## config.mk

```make
export PLATFORM = sky130hd
export DESIGN_NAME = salc_ram
export DESIGN_NICKNAME = d
export VERILOG_FILES = /design/src/design/salc_ram.sv
export SDC_FILE = /design/constraint.sdc
export NUM_CORES = 1
export LEC_CHECK = 0
export ABC_AREA = 0
export BUFFER_PORTS_ARGS = -buffer_cell sky130_fd_sc_hd__buf_2
export CORE_MARGIN = 2
export CORE_UTILIZATION = 35
export DETAILED_ROUTE_END_ITERATION = 8
export GPL_ROUTABILITY_DRIVEN = 0
export PLACE_DENSITY = 0.61
export SYNTH_ARGS = -nofsm -noshare
export SYNTH_HDL_FRONTEND = slang
export SYNTH_SLANG_ARGS = --single-unit
```

## constraint.sdc

```tcl
create_clock -name clk -period 1.7 [get_ports clk]
set_input_delay 0.255 -clock clk [delete_from_list [all_inputs] [get_ports clk]]
set_output_delay 0.255 -clock clk [all_outputs]
set_load 0.005 [all_outputs]
```

## src/design/salc_ram.sv

```systemverilog
// generic single-write, single-read synchronous ram with registered read data
module salc_ram #(
	parameter int WIDTH = 8,
	parameter int DEPTH = 16,
	localparam int AW = (DEPTH > 1) ? $clog2(DEPTH) : 1
) (
	input  logic             clk,
	input  logic             we,
	input  logic [AW-1:0]    waddr,
	input  logic [WIDTH-1:0] wdata,
	input  logic [AW-1:0]    raddr,
	output logic [WIDTH-1:0] rdata
);

	logic [WIDTH-1:0] mem [DEPTH];

	// write port and registered read port
	always_ff @(posedge clk) begin
		if (we) begin
			mem[waddr] <= wdata;
		end
		rdata <= mem[raddr];
	end

endmodule

```

* Word-level counts from Yosys, hierarchy flattened
Memory sizes are Yosys's and may differ from the RTL's. A register that Yosys moved wholly into a read port is not among the register bits. Cells that the tools add are included.
Storage, ports and cells: input port bits 18, bits in writable memories 128, memories kept 1, ROM bits 0, word-level logic and storage cells 3, output and inout bits 8, bits in registers 0, latch bits 0
Memory list:
- mem | words 16, bits a word 8, read ports 1, clocked after memory_dff 1, write ports 1, RTL line 15 | logic [WIDTH-1:0] mem [DEPTH];
Cells by class: add/subtract/negate cells 0, $lt $le $gt $ge 0, eq/ne operators 0, reduce and logical (&&, ||, !) cells 0, bitwise operators 0, multiply operators 0, shift-type cells 0, div/mod/pow operators 0, mux-type cells 2
Operators with widths (count):
- 1-bit two-way mux | 2

* Longest topological paths before layout
depth in word-level cells 2, mapped depth 5, depth with buffers taken out 3

* Worst setup path before layout
Ideal clock, no wire load.
path type in2reg, start input waddr[2], end memory mem[0][0] (enable), arrival 1.365 ns, path buffers 0, library setup time 0.383 ns, required time 1.317 ns, slack -0.048 ns, stages 2, cell sequence or3b_2 -> nor3_1
RTL lines:
- start, declared | RTL line 9 | input logic [AW-1:0] waddr,
- end, declared | RTL line 15
Straight into the memory's write port.

==> flow_summary.yaml <==
run_status:
  status: "finished, final reports clean"
synth:
  syn-num-nets: 247
  synth_seq_cells: 136
  yosysSeqAreaShare_pct: 77.8
  synthFlopType: "edfxtp_1"
  ys_types: 19
  synth_edf_count: 128
  ys_top_cells_by_area: "edfxtp_1 (75%), mux4_2 (7.9%), mux4_1 (7.1%)"
  ys_async_sr_fraction_pct: 0
  syn_area_per_cell_sq_um: 22.5
  synth_top_area_cell: "edfxtp_1"
  syn_inst: 229
  syn_area_sq_mm: 0.00515
  yosysMostFrequentCell: "edfxtp_1"
  synth_top_area_share_pct: 74.7
  synth_common_cells: "edfxtp_1 (128), mux4_2 (18), a22oi_1 (16)"
  ys_warn_count: 0
die:
  num_rows: 44
  die_w_um: 125
  ios: 26
  die_y_um: 125
  start_util_pct: 35.7
  dieArea_sq_mm: 0.0157
  coreArea_sq_mm: 0.0144
hold_path:
  min_path_cells: 1
  hp-start: "wdata[7]"
  holdCritPathClass: "in -> reg"
  whs_endpoint: "mem[5][7]"
worst_setup_path:
  path_cells: "mux4_1 > a22oi_1 > nand2_1"
  rr_startpoint: "mem[5][3]"
  slowest_stage: "mux4_1"
  worst-setup-path-type: "reg -> reg"
  cp-start-kind: "register"
  end_kind: "register"
  r2r_slack_ns: 0.32
  cp.arrival_ns: 1.68
  reg2reg_depth: 3
  cp_num_buf_inv: 0
  critPathMaxFanout: 1
  max_stage_delay_ns: 0.59
  r2r_end: "rdata[3]"
  path_delay_family: "multiplexers"
  cp.required_ns: 1.99
route:
  drtIter0Drc: 198
  routedWlPerCell_um: 21.9
  detailroute.via_count: 2461
  first_pass_iters: 5
  drc_errors: 0
  ant_nets: 0
  vias_per_cell: 5.10
  wirelength_um: 10600
timing:
  max_freq_mhz: 724
  max_slew.worst_pin.slew_ns: 0.452
  setup_viol_count_final: 0
  slew_headroom_pct: 69.9
  whs_ns: 0.235
  rsz0062_at_grt: "no"
  fin_crit_sh_pct: 81.3
  slew_viol_final: 0
  fin_crit_ns: 1.38
  skew_ns: 0.00447
  setup_ws_ns: 0.318
  tns_ns: 0
  finalHoldViolCount: 0
finish:
  final_cells: 483
  area_delta_synth_final_pct: 20.8
  drive_gt1_share_pct: 33.1
  postLayoutCoreUtil_pct: 43.1
  design_area_sq_mm: 0.00622
  nets: 304
  fillers: 1259
  antennaDiodeCount: 0
placed_design:
  post-place-ws_ns: 0.0424
  portBuffers: 25
  postPlaceCellArea_sq_mm: 0.00563
  placed_cells: 451
  dp_hpwl_um: 6560
global_routing:
  grt_pass1_wl_um: 16400
  grt-ovfl-total: 0
  antenna_found_initial: 0
  gr-usage-all-layers_pct: 14.6
  grt_pass1_vias: 2677
  grt_max_degree: 33
power_and_ir_drop:
  powerDensity_mw_per_mm2: 1240
  vdd_drop_max_mv: 0.839
  leakagePower_nw: 2.11
  power_mw: 7.73
flow_run:
  cap_violations: 0
cts:
  clk_pin_slew_ns: 0.06
  cts_buffer_depth: 2
  cts_hold_buf: 0
  cts_resized: 0
  cts_num_sinks: 136
  cts-root-buf: "clkbuf_16"
  cts_setup_buffers: 0
  numCtsBuffers: 17
  htree_levels: 4
  clk_latency_ns: 0.41
  cts_tree: "done"
final cells by class:
| cell class | count | area, sq um | share of cell area [%] |
|---|---|---|---|
| multi-input cells | 83 | 1060 | 17.1 |
| well taps | 184 | 230 | 3.70 |
| flip-flops and latches | 136 | 4000 | 64.4 |
| clock buffers | 18 | 429 | 6.90 |
| clock inverters | 14 | 158 | 2.54 |
| repair buffers | 48 | 335 | 5.39 |
placed cells by master (no fill, tap or decap), types with 2 or more instances in the layout:
master / instances
dfxtp_1: 8
buf_12: 3
clkinvlp_4: 5
nor3_1: 3
clkbuf_16: 17
a22oi_1: 16
nor2_1: 13
mux4_1: 14
nand2b_1: 2
nand3b_1: 2
mux4_2: 18
buf_2: 25
buf_4: 20
edfxtp_1: 128
nand2_1: 9
clkinv_2: 6
bufinv_16: 3
power breakdown:
part | switching (mW) | internal (mW)
Combinational | 0.206 | 0.159
Sequential | 0.0222 | 3.75
Clock | 1.31 | 2.28
Total | 1.54 | 6.19
worst register-to-register path, stage by stage, from the launching register on:
cell and delay, ns:
edfxtp_1 0.35, mux4_1 0.59, a22oi_1 0.24, nand2_1 0.09
routing by layer:
layer	share of wire (%)	track usage [%]
met1	46	20.5
met2	47	22.0
met3	6.2	4.49
met4	1.0	4.71
met5	0	0
cell families after synthesis:
| family | count (synthesis) | share of synthesized area (%) |
|---|---|---|
| DFF | 136 | 77.8 |
| and+or+nand+nor | 35 | 3.18 |
| muxes | 32 | 15.0 |
| AOI/OAI and AO/OA | 16 | 2.33 |
| buffers and inverters | 10 | 1.68 |
registers in the layout, summed over array words and instances, names as in the netlist:
signal,flops
mem,128
rdata,8
how the worst max path moves through the flow:
stage	slack [ns]	start	cells past startpoint	endpoint
after floorplan	0.18	waddr[2]	2	mem[3][0]
after global placement	0.03	raddr[0]	5	rdata[5]
after detailed placement	0.04	raddr[0]	5	rdata[5]
after CTS	0.32	mem[5][3]	3	rdata[3]
after global routing	0.27	mem[5][2]	3	rdata[2]
final	0.32	mem[5][3]	3	rdata[3]
Power figures use the tool's default switching activity.
