==> config.mk <==
export PLATFORM = sky130hd
export DESIGN_NAME = salc_lookup
export DESIGN_NICKNAME = d
export VERILOG_FILES = /design/src/design/salc_pkg.sv /design/src/design/salc_lookup.sv
export SDC_FILE = /design/constraint.sdc
export NUM_CORES = 1
export LEC_CHECK = 0
export BUFFER_PORTS_ARGS = -buffer_cell sky130_fd_sc_hd__clkbuf_2
export CELL_PAD_IN_SITES_DETAIL_PLACEMENT = 1
export CELL_PAD_IN_SITES_GLOBAL_PLACEMENT = 1
export CORE_AREA = 2 2 459 461
export DETAILED_ROUTE_END_ITERATION = 16
export DIE_AREA = 0 0 461 463
export PLACE_DENSITY = 0.4
export REMOVE_ABC_BUFFERS = 1
export SYNTH_ARGS = -nofsm -noshare
export SYNTH_HDL_FRONTEND = slang
export SYNTH_SLANG_ARGS = --single-unit
==> constraint.sdc <==
create_clock -name vclk -period 28.4
set_input_delay 1.42 -clock vclk [all_inputs]
set_output_delay 1.42 -clock vclk [all_outputs]
set_load 0.02 [all_outputs]
==> src/design/salc_pkg.sv <==
// shared constants, types and helpers for the set-associative lru cache tag model
package salc_pkg;

	// default sizing of the tag store
	localparam int MAX_SET_BITS_DEF = 6;
	localparam int MAX_WAYS_DEF     = 8;

	// fixed field widths
	localparam int ADDR_W     = 64;
	localparam int TAG_W      = 64;
	localparam int CNT_W      = 32;
	localparam int CFG_W      = 6;
	localparam int CFG_IDX_W  = 2;
	localparam int SB_W       = 4;   // applied set bits, 0..7
	localparam int NW_W       = 5;   // applied way count, 1..15
	localparam int SHIFT_W    = 7;   // set bits plus offset bits
	localparam int WAY_IDX_W  = 4;   // way index, up to sixteen ways
	localparam int OUTCOME_W  = 2;
	localparam int WAY_OUT_W  = 3;

	localparam logic [CNT_W-1:0] CNT_SAT = '1;

	// configuration register indexes
	localparam logic [CFG_IDX_W-1:0] CFG_SET_BITS    = 2'd0;
	localparam logic [CFG_IDX_W-1:0] CFG_WAYS_IN_USE = 2'd1;
	localparam logic [CFG_IDX_W-1:0] CFG_OFFSET_BITS = 2'd2;

	// configuration reset values
	localparam logic [2:0] SET_BITS_RST    = 3'd4;
	localparam logic [3:0] WAYS_IN_USE_RST = 4'd1;
	localparam logic [5:0] OFFSET_BITS_RST = 6'd4;

	// access outcome codes
	typedef enum logic [OUTCOME_W-1:0] {
		OUT_HIT   = 2'd0,
		OUT_FILL  = 2'd1,
		OUT_EVICT = 2'd2
	} outcome_t;

	// lookup result handed from the way logic to the top level
	typedef struct packed {
		outcome_t               outcome;
		logic [WAY_IDX_W-1:0]   way;
	} lookup_res_t;

	// saturating counter step
	function automatic logic [CNT_W-1:0] sat_inc(input logic [CNT_W-1:0] v);
		return (v == CNT_SAT) ? v : v + CNT_W'(1);
	endfunction

endpackage

==> src/design/salc_lookup.sv <==
// way compare, replacement choice and recency update for one set row
module salc_lookup #(
	parameter int MAX_WAYS = salc_pkg::MAX_WAYS_DEF,
	localparam int RW = (MAX_WAYS > 1) ? $clog2(MAX_WAYS) : 1,
	localparam int EW = 1 + salc_pkg::TAG_W + RW,
	localparam int ROW_W = MAX_WAYS * EW
) (
	input  logic [ROW_W-1:0]             row,
	input  logic [salc_pkg::TAG_W-1:0]   tag,
	input  logic [salc_pkg::NW_W-1:0]    nw,
	output logic [ROW_W-1:0]             new_row,
	output salc_pkg::lookup_res_t        res
);
	import salc_pkg::*;

	logic [MAX_WAYS-1:0] vld;
	logic [MAX_WAYS-1:0] use_w;
	logic [MAX_WAYS-1:0] match;
	logic [TAG_W-1:0]    tg [MAX_WAYS];
	logic [RW-1:0]       rc [MAX_WAYS];

	logic          hit_f, cold_f, vic_f;
	logic [RW-1:0] hit_w, cold_w, vic_w, vic_age;
	logic [RW-1:0] way_sel;
	logic [RW-1:0] old_rec;
	logic          fill;
	outcome_t      outc;

	// unpack the row into per-way fields
	always_comb begin
		for (int w = 0; w < MAX_WAYS; w++) begin
			vld[w]   = row[w*EW + EW - 1];
			tg[w]    = row[w*EW + RW +: TAG_W];
			rc[w]    = row[w*EW +: RW];
			use_w[w] = NW_W'(w) < nw;
			match[w] = tg[w] == tag;
		end
	end

	// hit search, last invalid way, oldest valid way
	always_comb begin
		hit_f   = 1'b0;
		hit_w   = '0;
		cold_f  = 1'b0;
		cold_w  = '0;
		vic_f   = 1'b0;
		vic_w   = '0;
		vic_age = '0;
		for (int w = 0; w < MAX_WAYS; w++) begin
			if (use_w[w]) begin
				if (!vld[w]) begin
					cold_f = 1'b1;
					cold_w = RW'(w);
				end else if (match[w]) begin
					if (!hit_f) begin
						hit_f = 1'b1;
						hit_w = RW'(w);
					end
				end else if (!vic_f || rc[w] > vic_age) begin
					vic_f   = 1'b1;
					vic_w   = RW'(w);
					vic_age = rc[w];
				end
			end
		end
	end

	// pick the way and outcome
	always_comb begin
		if (hit_f) begin
			way_sel = hit_w;
			outc    = OUT_HIT;
		end else if (cold_f) begin
			way_sel = cold_w;
			outc    = OUT_FILL;
		end else begin
			way_sel = vic_w;
			outc    = OUT_EVICT;
		end
		fill    = !hit_f && cold_f;
		old_rec = rc[way_sel];
		res.outcome = outc;
		res.way     = WAY_IDX_W'(way_sel);
	end

	// rebuild the row: chosen way becomes newest, younger ways (all valid ways on a fill) age by one
	always_comb begin
		for (int w = 0; w < MAX_WAYS; w++) begin
			if (RW'(w) == way_sel) begin
				new_row[w*EW +: EW] = {1'b1, tag, RW'(0)};
			end else if (use_w[w] && vld[w] && (fill || rc[w] < old_rec) &&
					rc[w] < RW'(MAX_WAYS - 1)) begin
				new_row[w*EW +: EW] = {vld[w], tg[w], rc[w] + RW'(1)};
			end else begin
				new_row[w*EW +: EW] = {vld[w], tg[w], rc[w]};
			end
		end
	end

endmodule

[Word level (Yosys, flattened, before mapping)]
Index checks and enable logic that the tools add are counted.
Word-level totals
  flip-flop bits (word level): 0
  bits in latches: 0
  memory bits (writable): 0
  bits in read-only memories: 0
  output and inout port bits: 550
  logic and storage cells: 292
  memories kept: 0
Cells by class
  $add $sub $neg: 8
  $mul: 0
  divide/modulo/power cells: 0
  magnitude comparators: 32
  equal/unequal tests: 15
  shifts and indexed selects: 0
  mux-type cells: 187
  bitwise gates (word level): 1
  reductions and logical operators: 49
Operator list (number)
  68-bit 2-to-1 mux: 8
  64-bit == test: 8
  3-bit 2-to-1 mux: 98
  1-bit 2-to-1 mux: 77
  1-bit logical AND: 25
  3-bit by 1-bit adder with 3-bit output, second input constant: 8
  3-bit < comparator: 8
  3-bit < comparator, second input constant: 8
  3-bit > comparator: 7
  3-bit by 5-bit < comparator with 1-bit output, first input constant: 4
  1-bit logical OR: 15
  3-bit == test, first input constant: 4
  1-bit by 5-bit < comparator with 1-bit output, first input constant: 2
  2-bit by 5-bit < comparator with 1-bit output, first input constant: 2
  3-bit binary-select mux with 3-bit select: 1
  1-bit logical NOT: 8
  2-bit by 3-bit == test with 1-bit output, first input constant: 2
  2-bit 2-to-1 mux: 3
  4-bit >= comparator, second input constant: 1
  3-bit NOT with 4-bit output: 1
  1-bit by 3-bit == test with 1-bit output, first input constant: 1
  3-bit logical NOT: 1

[Longest topological paths before layout]
  depth after elaboration: 58
  gate-level depth with buffers: 74

[Least setup slack after synthesis]
No wires, ideal clock.
  kind: input -> output
  start point: in tag[50] (netlist bit)
  end point: out new_row[476]
  data arrival time: 14316 ps
  data required time: 26980 ps
  setup slack: 12664 ps
  stages on the path: 70
  path buffers: 2
  cell sequence: clkbuf_1 -> xnor2_1 -> nand4_1 -> nor4_2 -> nand4_2 -> and3_1 -> inv_1 -> ha_1 -> a21o_1 -> a21oi_1 -> a31oi_1 -> o311ai_0 -> mux2_2 -> inv_1 -> ha_1 -> a21o_1 -> a21oi_1 -> a31oi_1 -> (+34 left out) -> inv_1 -> a21o_1 -> a21oi_1 -> a31oi_1 -> a21oi_1 -> and4b_4 -> a22oi_4 -> nand2_4 -> inv_2 -> buf_2 -> and3_1 -> a31oi_1 -> a21oi_1 -> ha_1 -> or2_2 -> a21oi_1 -> a21oi_4 -> a221oi_1
RTL lines
  from (decl): RTL line salc_lookup.sv:9  | input logic [salc_pkg::TAG_W-1:0] tag,
  to (decl): RTL line salc_lookup.sv:11  | output logic [ROW_W-1:0] new_row,

[Worst setup path in the final report]
  start point: in tag[28] (netlist bit)
  end point: out new_row[476]
On the way
  word-level cells in the longest chain between the ends: 58
  elaborated cells on any way between the ends: 178
  classes of those cells: 8 x order compare; 9 x eq/ne; 141 x mux; 1 x bitwise; 19 x reduce/logical
Ends and longest elaborated chain
  64-bit == test: RTL line salc_lookup.sv:36  | match[w] = tg[w] == tag;
  3-bit 2-to-1 mux or 1-bit 2-to-1 mux (tied branches): RTL line salc_lookup.sv:54  | end else if (match[w]) begin
  3-bit 2-to-1 mux or 1-bit 2-to-1 mux (tied branches): RTL line salc_lookup.sv:51  | if (!vld[w]) begin
  3-bit 2-to-1 mux or 1-bit 2-to-1 mux (tied branches): RTL line salc_lookup.sv:50  | if (use_w[w]) begin
  3-bit > comparator or 1-bit logical NOT (tied branches): RTL line salc_lookup.sv:59  | end else if (!vic_f || rc[w] > vic_age) begin
  1-bit logical OR: RTL line salc_lookup.sv:59
  3-bit 2-to-1 mux or 1-bit 2-to-1 mux (tied branches): RTL line salc_lookup.sv:59
  3-bit 2-to-1 mux or 1-bit 2-to-1 mux (tied branches): RTL line salc_lookup.sv:54
  (+40 left out)
  3-bit NOT with 4-bit output (not written as such): RTL line salc_lookup.sv:81  | old_rec = rc[way_sel];
  3-bit binary-select mux with 3-bit select: RTL line salc_lookup.sv:81
  3-bit 2-to-1 mux (not written as such) (2 in series): RTL line salc_lookup.sv:81
  3-bit < comparator: RTL line salc_lookup.sv:91  | end else if (use_w[w] && vld[w] && (fill || rc[w] < old_rec) &&
  1-bit logical OR: RTL line salc_lookup.sv:91
  1-bit logical AND (2 in series): RTL line salc_lookup.sv:91
  3-bit 2-to-1 mux: RTL line salc_lookup.sv:91
  68-bit 2-to-1 mux (*): RTL line salc_lookup.sv:89  | if (RW'(w) == way_sel) begin
Mark *: on every way between the ends. The rest lies on a longest branch, timed or not. The select of a mux whose other input is x is not followed.

==> flow_summary.json <==
{
  "status": "finished clean",
  "crit_slowest_cell": "nor4_2",
  "final_area_um2": 24800,
  "dp.cells": 5839,
  "cts_hold_buffers": 0,
  "syn_area_um2": 15100,
  "yosysSeqAreaShare_pct": 0,
  "syn_inst": 1923,
  "areaGrowthSynthToFinish_pct": 64.5,
  "drtIter0Drc": 1519,
  "switching_share_pct": 67.6,
  "ant_nets": 0,
  "cts_setup_buffers": 0,
  "power_frac_comb_pct": 100.0,
  "die_width_um": 461,
  "startpoint": "tag[28]",
  "rsz0062_at_grt": "false",
  "avgViaCountPerCell": 3.70,
  "die_y_um": 463,
  "p_seq_share_pct": 0,
  "required_ns": 26.98,
  "dp_hpwl_um": 239000,
  "ys_warn_count": 0,
  "coreArea_um2": 209000,
  "endpoint": "new_row[476]",
  "internal-power_uw": 254,
  "period_needed_ns": 19.77,
  "fill_cells": 25312,
  "die-area_um2": 213000,
  "clkPwrFrac_pct": 0,
  "nClkBuffers": 0,
  "clock.fmax_mhz": 50.6,
  "cp_max_fo": 14,
  "crit_top_cell": "a21oi_1",
  "dpl_cell_area_um2": 24700,
  "antenna_found_initial": 231,
  "fin_cells": 5874,
  "critPathCaptureType": "output pin",
  "utilization_pct": 11.9,
  "cts_resized": 0,
  "critPathLaunchType": "primary input",
  "first_pass_iters": 5,
  "final_common_cell": "clkbuf_2",
  "drc": 0,
  "min_path_type": "primary input to output pin",
  "min_period_over_period_pct": 69.6,
  "tns_ns": 0,
  "register_area_um2": 0,
  "grt_pass1_vias": 21934,
  "setup_viol": 0,
  "slew_headroom_pct": 11.5,
  "p_sw_uw": 530,
  "place.gp.congestion": 0.883,
  "fin_nets": 3686,
  "path_class": "primary input to output pin",
  "hold_violations": 0,
  "avgSynthCellArea_um2": 7.85,
  "flops_and_latches": 0,
  "via_count": 21756,
  "drv_slew": 0,
  "cp.arrival_ns": 18.35,
  "overflow": 0,
  "tightest_slew_ns": 1.32,
  "routedWlPerCell_um": 45.7,
  "num_rows": 168,
  "ios": 1163,
  "grt_util_all_layers_pct": 24.1,
  "drive_gt1_share_pct": 60.3,
  "synth_cell_type_count": 85,
  "start_util_pct": 7.24,
  "power_uw": 784,
  "vdd_drop_max_v": 0.0000106,
  "wl_um": 268000,
  "power.leakage_nw": 10.4,
  "grt_max_degree": 54,
  "drv_cap": 0,
  "grt_pass1_wl_um": 319000,
  "most-common-layout-cells": "1162 x clkbuf_2, 449 x mux2_2, 445 x xnor2_1",
  "power_density_nw_per_um2": 31.6,
  "portBuffers": 1162,
  "critical-path-max-stage-delay_ns": 1.05
}
==> per-layer routing <==
| metal | GRT usage (%) | vias to the layer above | share of wire [%] |
|---|---|---|---|
| met3 | 9.34 | 383 | 9.9 |
| met1 | 26.8 | 10911 | 38 |
| met5 | 0 | - | 0.41 |
| li1 | - | 9007 | - |
| met4 | 5.78 | 172 | 3.2 |
| met2 | 42.7 | 1283 | 49 |
==> layout make-up <==
| cell class | count | area [um^2] | area share [%] |
|---|---|---|---|
| Timing Repair Buffer | 1307 | 6920 | 27.9 |
| Inverter | 36 | 138 | 0.555 |
| Tap cell | 2805 | 3510 | 14.1 |
| Multi-Input combinational cell | 1691 | 14200 | 57.1 |
| Antenna cell | 35 | 87.6 | 0.353 |
==> logic make-up after synthesis <==
logic type,count (synthesis),share of synthesized area [%]
xor+xnor,511,29.7
simple gates,511,17.1
mux,461,34.4
buf+inv,232,6.93
compound gates,169,8.72
fa+ha+maj,38,3.14
other cells,1,0.0248
==> Yosys cell counts, drive strengths merged (3+ instances only) <==
cell | number | share of area [%]
mux2 | 449 | 34
xnor2 | 446 | 26
nand2 | 240 | 6.0
nand4 | 122 | 5.1
buf | 102 | 3.7
clkbuf | 94 | 2.3
xor2 | 65 | 3.8
nor4 | 46 | 2.1
a21oi | 40 | 1.4
ha | 37 | 3.1
inv | 36 | 0.90
o21ai | 28 | 0.95
nor2 | 27 | 0.67
a211oi | 15 | 1.0
nand2b | 13 | 0.54
mux2i | 12 | 0.88
nand3 | 11 | 0.40
o21a | 11 | 0.70
nor3 | 10 | 0.40
or2 | 10 | 0.41
a21o | 9 | 0.45
a31oi | 9 | 0.37
and2 | 8 | 0.33
and3 | 6 | 0.25
nor2b | 6 | 0.25
o22ai | 6 | 0.29
a22oi | 5 | 0.37
o221ai | 5 | 0.46
o31ai | 5 | 0.44
a221oi | 4 | 0.27
o21bai | 4 | 0.20
a21bo | 3 | 0.20
a21boi | 3 | 0.15
a31o | 3 | 0.17
==> metrics by stage <==
step / setup slack (ns) / hold slack, ns
floorplan: 9.40 / 2.98
global placement: 8.12 / 3.19
detailed placement: 8.27 / 3.19
CTS: 8.24 / 3.19
global route: 7.14 / 3.21
finish: 8.63 / 3.18
==> power groups by stage <==
stage | registers [mW] | clock network (mW) | logic (mW)
floorplan | 0 | 0 | 0.370
global placement | 0 | 0 | 0.804
detailed placement | 0 | 0 | 0.800
CTS | 0 | 0 | 0.803
global route | 0 | 0.0000000192 | 0.822
finish | 0 | 0.0000000713 | 0.784
==> worst min path at each step <==
stage	to	slack, ns	depth (start not counted)	from
floorplan	new_row[271]	2.98	1	row[271]
global placement	new_row[173]	3.19	4	row[173]
detailed placement	new_row[200]	3.19	4	row[200]
CTS	new_row[200]	3.19	4	row[200]
global route	new_row[148]	3.21	4	row[148]
finish	new_row[200]	3.18	4	row[200]
==> critical path: cells and delay by family <==
family / cells / cell delay (ns)
AOI/OAI and AO/OA: 34 / 7.80
muxes: 4 / 1.42
adders and majority gates: 8 / 2.20
xor gates and xnor gates: 1 / 0.42
buffers and inverters: 9 / 1.52
and+or+nand+nor: 14 / 3.46
No activity file was read; power rests on OpenSTA's default activity.
